--- src/rtl/core/bta_pkg.sv ---
// Shared constants, codes and interface types of the boundary-tag heap allocator.
package bta_pkg;

    // Heap store geometry
    localparam int HEAP_WORDS = 4096;
    localparam int HDR_AW     = $clog2(HEAP_WORDS);
    localparam int IDX_W      = HDR_AW + 1;
    localparam int SIZE_W     = HDR_AW;
    localparam int HDR_W      = SIZE_W + 1;

    // Field widths
    localparam int BASE_W     = 32;
    localparam int HWORDS_W   = 13;
    localparam int REQ_W      = 3;
    localparam int BYTES_W    = 15;
    localparam int ADDR_W     = 32;
    localparam int STATUS_W   = 2;
    localparam int AMOUNT_W   = 15;
    localparam int NEED_W     = BYTES_W - 1;
    localparam int ALU_W      = 32;
    localparam int S_TDATA_W  = 48;
    localparam int M_TDATA_W  = 48;
    localparam int CFG_IDX_W  = 1;
    localparam int CFG_DATA_W = 32;

    // Query amounts above this many words saturate
    localparam int                    AMT_SAT_WORDS = 8191;
    localparam logic [AMOUNT_W-1:0]   AMT_MAX       = '1;
    localparam logic [HWORDS_W-1:0]   HWORDS_RESET  = HWORDS_W'(HEAP_WORDS);

    // Request codes
    localparam logic [REQ_W-1:0] REQ_ALLOC   = 3'd0;
    localparam logic [REQ_W-1:0] REQ_FREE    = 3'd1;
    localparam logic [REQ_W-1:0] REQ_LARGEST = 3'd2;
    localparam logic [REQ_W-1:0] REQ_TOTAL   = 3'd3;
    localparam logic [REQ_W-1:0] REQ_INIT    = 3'd4;

    // Status codes
    localparam logic [STATUS_W-1:0] STAT_OK      = 2'd0;
    localparam logic [STATUS_W-1:0] STAT_FAIL    = 2'd1;
    localparam logic [STATUS_W-1:0] STAT_IGNORED = 2'd2;

    // Configuration register indexes
    localparam logic [CFG_IDX_W-1:0] CFG_HEAP_BASE  = 1'b0;
    localparam logic [CFG_IDX_W-1:0] CFG_HEAP_WORDS = 1'b1;

    // Shared adder operations
    localparam logic ALU_ADD = 1'b0;
    localparam logic ALU_SUB = 1'b1;

    typedef struct packed {
        logic [REQ_W-1:0]   req_type;
        logic [BYTES_W-1:0] alloc_bytes;
        logic [ADDR_W-1:0]  free_address;
    } cmd_t;

    typedef struct packed {
        logic [BASE_W-1:0]   heap_base;
        logic [HWORDS_W-1:0] heap_words;
    } cfg_t;

    typedef struct packed {
        logic [STATUS_W-1:0] status;
        logic [ADDR_W-1:0]   block_address;
        logic [AMOUNT_W-1:0] amount_bytes;
    } res_t;

    typedef struct packed {
        logic              we;
        logic [HDR_AW-1:0] addr;
        logic [HDR_W-1:0]  wdata;
    } mem_req_t;

    typedef struct packed {
        logic             op;
        logic [ALU_W-1:0] a;
        logic [ALU_W-1:0] b;
    } alu_req_t;

    typedef struct packed {
        logic [ALU_W-1:0] sum;
        logic             carry;
    } alu_rsp_t;

    // True when a header index falls inside the physical store.
    function automatic logic in_store(input logic [ALU_W-1:0] idx);
        in_store = (idx < ALU_W'(HEAP_WORDS));
    endfunction

endpackage

--- src/rtl/core/bta_alu.sv ---
// Shared 32-bit adder and subtractor used for the sequencer's sums and subtract-based compares.
module bta_alu (
    input  bta_pkg::alu_req_t req,
    output bta_pkg::alu_rsp_t rsp
);
    import bta_pkg::*;

    logic [ALU_W:0]   total;
    logic [ALU_W-1:0] b_op;

    // On a subtract the carry out is set when a >= b (unsigned).
    always_comb
    begin
        b_op  = (req.op == ALU_SUB) ? ~req.b : req.b;
        total = {1'b0, req.a} + {1'b0, b_op} + (ALU_W + 1)'(req.op == ALU_SUB);
        rsp.sum   = total[ALU_W-1:0];
        rsp.carry = total[ALU_W];
    end

endmodule

--- config.mk ---
export PLATFORM = sky130hd
export DESIGN_NAME = bta_alu
export DESIGN_NICKNAME = d
export VERILOG_FILES = /design/src/rtl/core/bta_pkg.sv /design/src/rtl/core/bta_alu.sv
export SDC_FILE = /design/constraint.sdc
export NUM_CORES = 1
export LEC_CHECK = 0
export CORE_ASPECT_RATIO = 0.75
export CORE_MARGIN = 2
export CORE_UTILIZATION = 35
export DETAILED_ROUTE_END_ITERATION = 10
export DONT_BUFFER_PORTS = 1
export REMOVE_ABC_BUFFERS = 1
export SETUP_SLACK_MARGIN = 0.3
export SYNTH_ARGS = -nofsm -noshare
export SYNTH_HDL_FRONTEND = slang
export SYNTH_SLANG_ARGS = --single-unit
--- constraint.sdc ---
create_clock -name vclk -period 4.65
set_input_delay 0.6975 -clock vclk [all_inputs]
set_output_delay 0.6975 -clock vclk [all_outputs]
set_load 0.005 [all_outputs]
======== Word-level counts from Yosys, hierarchy flattened ========
Index checks and enable logic that the tools add are counted.
W data, S select, Z words.
cells by class
  reductions and logical operators ........ 0
  div/mod/pow operators ................... 0
  $mul .................................... 0
  bitwise operators ....................... 1
  muxes and demuxes ....................... 1
  order comparisons ....................... 0
  add/subtract/negate cells ............... 2
  equality and inequality tests ........... 0
  shift operators ......................... 0
operator list
  kind              number
  $add A32 B32 Y33  1
  $add A33 B1 Y33   1
  $mux W32          1
  $not A32 Y32      1
storage, ports and cells
  memories kept ........................... 0
  bits in writable memories ............... 0
  flip-flop bits (word level) ............. 0
  bits in latches ......................... 0
  logic and storage cells ................. 4
  ROM bits ................................ 0

======== Longest topological paths before layout ========
Gate-level depths: netlist of the first run.
  depth in word-level cells ............... 4
  gate-level depth with buffers ........... 11

======== Worst setup path before layout of the first run ========
Ideal clock, no wire load.
  path type ............................... input to output
  start ................................... input req[64] (netlist bit)
  end ..................................... output rsp[29] (netlist bit)
  stages .................................. 11
  arrival ................................. 3440 ps
  slack ................................... 513 ps
  cell sequence ........................... buf_2 clkbuf_1 xor2_1 ha_1 a21o_1 a21o_1 a221o_1 a221o_1 a31o_2 a2111oi_0 nor4bb_1
RTL lines
  what                RTL line      text
  start: declaration  bta_alu.sv:3  input bta_pkg::alu_req_t req,
  end: declaration    bta_alu.sv:4  output bta_pkg::alu_rsp_t rsp

==> results of run 1 <==
routing by layer:
layer  global-route usage [%]  wire length (um)
met5                        0                 0
met4                        0                 0
met3                     4.15               570
met2                     25.3              2330
met1                     26.3              2880
where the power goes:
group	internal, W	leakage, nW	total (W)	switching (W)
clock network	0	0	0	0
registers	0	0	0	0
logic	0.000185	1.01	0.000447	0.000262
cell type report:
cell class                 instances  area share (%)
tap                               78            4.50
inverter                           9            1.56
multi-input combinational        269            93.9
how the worst max path moves through the flow:
stage	from	endpoint	cells past startpoint	slack, ns
floorplan	req[64]	rsp[29]	9	1.11
global placement	req[64]	rsp[0]	10	0.88
detailed placement	req[64]	rsp[0]	10	0.84
CTS	req[64]	rsp[0]	10	0.83
global route	req[64]	rsp[0]	10	0.52
finish	req[64]	rsp[22]	9	0.83
cells in the mapped netlist (all sizes together), types with 2 or more instances:
library cell	instances	share of area, %
a211o	3	1.2
a211oi	4	1.4
a21boi	2	0.71
a21o	16	5.7
a21oi	31	7.4
a221o	3	1.4
a31oi	2	0.59
and2	4	1.2
and3	6	1.8
buf	2	0.48
clkbuf	6	1.1
ha	34	20
inv	9	1.6
mux2i	2	0.95
nand2	19	3.4
nand2b	2	0.59
nand3	12	2.9
nand4	3	0.89
nor2	10	1.8
nor2b	5	1.5
nor3	3	0.71
o211ai	5	1.8
o21a	5	1.8
o21ai	9	2.3
o21bai	6	2.1
o221ai	2	0.83
o22ai	3	0.89
o31ai	4	1.4
or3	2	0.59
xnor2	17	7.1
xor2	41	17
cell families (layout without fill, tap and decap cells):
logic type	after synthesis	after routing	synth area share, %
fa+ha+maj	35	35	21.2
xor+xnor	58	58	24.1
mux	2	2	0.951
buf+inv	17	9	3.15
simple gates	72	72	17.7
compound gates	102	102	32.9
stage by stage:
step                      total power, W  setup slack [ns]  area [um2]  std cells  hold slack [ns]
after global placement          0.000441             0.882        2170        356             1.45
after floorplan                 0.000361              1.11        2070        278             1.45
after detailed placement        0.000444             0.838        2170        356             1.45
after global routing            0.000501             0.520        2170        356             1.46
final                           0.000447             0.829        2170        356             1.45
after CTS                       0.000447             0.826        2170        356             1.45
==> impl_results.md, run 1 <==
- Run status: finished, final reports clean
- Antenna Violating Nets Remaining: 0
- Crit Path Max Fanout: 32
- Initial core utilization: 36.1%
- Fill cells: ~650
- Tcrit/Tclk final: roughly 82%
- Final Setup Violations: 0
- Lkg Pwr: between 1 and 1.5 nW
- First-pass GRT wire length: 9.52 mm
- Worst hold stages: 1
- Critical Path Slowest Stage Cell: or4b_1
- Worst EP arrival: between 3 and 4 ns
- Layout cells sized above 1: 1.44%
- CP top delay family: compound AO/OA/AOI/OAI gates
- Worst path buffer plus inverter count: 0
- All-Layer GR Usage: between 10% and 20%
- Setup crit end kind: output port
- Multi-input gate area: 0.00204 mm2
- Sequential cell count: 0
- Startpoint Class: input port
- Diodes inserted: 0
- Cell Pwr Density: 206 mW/mm2
- Area growth from synthesis to layout: 3.09%
- CP most frequent cell: xor2_1
- Max-cap viol count: 0
- Clock buffer count: 0
- Hpwl dp: between 4 and 5 mm
- Hold Fails Final Rpt: 0
- Sequential share of the synthesized area: 0%
- Largest net degree at the start of global routing: 33
- Most common cell after layout, fill and taps aside: xor2_1
- Hold Crit Start: req[0]
- Library cells used by synthesis: 46
- Detailed Route WL: just under 6 mm
- Max Clock Freq: 262 MHz
- Die area: 0.00666 mm2
- Residual DRC count: 0
- IO Count: approximately 100
- Initial DRC count: ~160
- RD Place Congestion: 0.926
- # hold bufs at CTS: 0
- Mapped Area: 0.00211 mm2
- Slew Limit Fails: 0
- Syn_area_per_cell: 7.36 um2
- Core area: about 0.0058 mm2
- Ys Warns: 0
- Worst relative slew slack: about two thirds
- Initial antenna violation count: 0
- Worst-Margin Slew: ~0.53 ns
- Sequence of cells on the critical path: xor2_1 > ha_1 > o21a_1 > o211ai_1 > or4b_1 > a211o_1 > a31oi_1 > or2_2 > xor2_1
- GRT Residual Overflow: 0
- Req. time, crit path: 3.95 ns
- Cells after synthesis: around 290
- Via count: around 2100
- Setup TNS: 0 ns
- Critical path class: input port to output port
- Min-Delay Endpoint: rsp[1]
- Maximum VDD drop: roughly 60 uV
- Minimum clock period after layout: ~3.8 ns
- Final net count: 380
- Number of placement rows: 24
- RSZ-0062 raised after global routing: no
- Post_cts resized: 0
- Avg WL per Cell: between 15 and 20 um
- Fin util: about 37%
- Die height: 71.2 um
- Seq. cell area: 0 um2
- Width of the die: 93.6 um
- Number of global-route vias before repair: 1969
- Port bufs: 0
- Vias per inst: a little under 6
- Most frequent cells in the layout: xor2_1 (41), ha_1 (34), a21oi_1 (31), nand2_1 (19), xnor2_1 (17)
- First-pass DRT Iterations: 5
- Hold WC Path Type: input port to output port
- Setup bufs post-CTS: 0
- Slowest stage delay, CP: about 0.54 ns
No activity file was read; power rests on OpenSTA's default activity.
==> inputs of run 2 (changes only) <==
==> constraint.sdc (replaced) <==
create_clock -name vclk -period 3.3
set_input_delay 0.495 -clock vclk [all_inputs]
set_output_delay 0.495 -clock vclk [all_outputs]
set_load 0.005 [all_outputs]
==> run 2 against run 1 <==
- worst hold slack got worse by 0.41 ns
- total power increased by 73%
- worst setup slack got worse by 0.67 ns
- non-clock buffer count grew 26
- cell area rose by 20%
- critical path type unchanged
- sequential share of layout area unchanged
- die area stayed put
- utilization grew 7.5 points
- final cell count grew 7.3%
- via count increased by 2.0%
==> impl_results.md, run 2 (synthesis results as in run 1) <==
- Worst-Margin Slew: 0.541 ns (was 0.527 ns)
- Worst path buffer plus inverter count: 0 (unchanged)
- Sequence of cells on the critical path: xor2_2 > ha_1 > o21a_1 > o211ai_1 > or4b_4 > a211o_1 > a31oi_4 > or2_4 > xor2_2 (was xor2_1 > ha_1 > o21a_1 > o211ai_1 > or4b_1 > a211o_1 > a31oi_1 > or2_2 > xor2_1)
- CP top delay family: compound AO/OA/AOI/OAI gates (unchanged)
- Diodes inserted: 0 (unchanged)
- Fin area: 0.00261 mm2 (was 0.00217 mm2)
- Cell Pwr Density: 297 mW/mm2 (was 206 mW/mm2)
- Grt peak-use layer: met2 (was met1)
- Maximum VDD drop: 134 uV (was 59.9 uV)
- IO Count: 98 (unchanged)
- GR Util met3: 3.73% (was 4.15%)
- Die area: 0.00666 mm2 (unchanged)
- # hold bufs at CTS: 0 (unchanged)
- Fin util: 44.7% (was 37.3%)
- Slowest stage delay, CP: 0.54 ns (about the same)
- RSZ-0062 raised after global routing: yes (was no)
- Most frequent cells in the layout: xor2_1 (36), ha_1 (33), buf_4 (25), a21oi_1 (22), nand2_1 (19) (was xor2_1 (41), ha_1 (34), a21oi_1 (31), nand2_1 (19), xnor2_1 (17))
- Flop pwr share: 0% (about the same)
- Hold Fails Final Rpt: 0 (unchanged)
- Hold WS: 1.05 ns (was 1.45 ns)
- Via count: 2162 (was 2119)
- Worst path depth: 9 (unchanged)
- Req. time, crit path: 2.80 ns (was 3.95 ns)
- Area growth from synthesis to layout: 23.8% (was 3.09%)
- Final Setup Violations: 0 (unchanged)
- Hpwl dp: 5.04 mm (was 4.88 mm)
- Setup crit end kind: output port (unchanged)
- Final Power: 0.000774 W (was 0.000447 W)
- Initial antenna violation count: 0 (unchanged)
- Int Power: 0.000350 W (was 0.000185 W)
- Width of the die: 93.6 um (unchanged)
- Critical Path Slowest Stage Cell: or4b_4 (was or4b_1)
- Sequential cell count: 0 (unchanged)
- Seq. cell area: 0 um2 (unchanged)
- Crit Path Max Fanout: 32 (unchanged)
- CP startpoint: req[64] (unchanged)
- Number of global-route vias before repair: 2045 (was 1969)
- Worst EP arrival: 2.64 ns (was 3.12 ns)
- Net switching power: 0.000425 W (was 0.000262 W)
- Run status: finished, final reports clean (unchanged)
- Antenna Violating Nets Remaining: 0 (unchanged)
- Logic pwr share: 100.0% (about the same)
- RD Place Congestion: 0.855 (was 0.926)
- Setup TNS: 0 ns (unchanged)
- Worst Setup EP: rsp[22] (unchanged)
- Initial DRC count: 92 (was 156)
- Layout cells sized above 1: 19.1% (was 1.44%)
- Vias per inst: 5.66 (was 5.95)
- Largest net degree at the start of global routing: 33 (unchanged)
- First-pass GRT wire length: 9.70 mm (was 9.52 mm)
- Port bufs: 0 (unchanged)
- Residual DRC count: 0 (unchanged)
- DP Area: 0.00231 mm2 (was 0.00217 mm2)
- M2 GR Usage: 26.9% (was 25.3%)
- Tcrit/Tclk final: a little over nine tenths
- Met1 Usage GRT: 26.1% (was 26.3%)
- Max-cap viol count: 0 (unchanged)
- Minimum clock period after layout: between 3 and 4 ns
- GRT Residual Overflow: 0 (unchanged)
- Final net count: 406 (was 380)
- Clock share of power: 0% (about the same)
- CP most frequent cell: xor2_2 (was xor2_1)
- Hold WC Path Type: input port to output port (unchanged)
- Detailed Route WL: 6.26 mm (was 5.79 mm)
- Most common cell after layout, fill and taps aside: xor2_1 (unchanged)
- Slew Limit Fails: 0 (unchanged)
- Max Clock Freq: 319 MHz
- Clock buffer count: 0 (unchanged)
- Startpoint Class: input port (unchanged)
- Core area: 0.00583 mm2 (unchanged)
- Lkg Pwr: 1.18 nW (was 1.01 nW)
- Die height: 71.2 um (unchanged)
- Worst relative slew slack: 63.8% (was 64.9%)
- Critical path class: input port to output port (unchanged)
- First-pass DRT Iterations: 4 (was 5)
- Worst hold stages: 1 (unchanged)
- Initial core utilization: 36.1% (unchanged)
- Switching part of the total: 54.8% (was 58.6%)
- Avg WL per Cell: 16.4 um (was 16.3 um)
- All-Layer GR Usage: 17.4% (was 17.0%)
- Number of placement rows: 24 (unchanged)
[run 2: worst min path at each step]
stage | startpoint | endpoint | slack, ns
2_1_floorplan | req[0] | rsp[1] | 1.04
3_3_place_gp | req[0] | rsp[1] | 1.05
3_5_place_dp | req[0] | rsp[1] | 1.05
4_1_cts | req[0] | rsp[1] | 1.05
5_1_grt | req[0] | rsp[1] | 1.06
6_report | req[0] | rsp[1] | 1.05
[run 2: repair_timing]
item	4_1_cts	5_1_grt
gates resized for setup	23	18
pin swaps	15	9
setup buffers	4	3
setup endpoints to repair	13	16
[run 2: metal layers]
metal  part of all wire, %  up-vias
li1                      -     1101
met2                    41       69
met3                   8.5        6
met4                  0.75        0
met5                     0        -
met1                    50      986
[run 2: cell type report]
cell class         instances  area (um2)
repair buffers            26         199
multi-input cells        269        2280
fillers                  635        3220
well taps                 78        97.6
inverters                  9        33.8
[run 2: through the flow]
step / std cells / setup slack, ns
global route: 382 / 0.0916
floorplan: 278 / 0.162
detailed placement: 375 / 0.00825
finish: 382 / 0.163
global placement: 375 / 0.0693
CTS: 379 / 0.195
[run 2: power by group through the flow]
stage | logic, W | clock network, W | registers, W
final | 0.000774 | 0 | 0
after global routing | 0.000850 | 0 | 0
after CTS | 0.000735 | 0 | 0
after detailed placement | 0.000675 | 0 | 0
after global placement | 0.000669 | 0 | 0
after floorplan | 0.000508 | 0 | 0
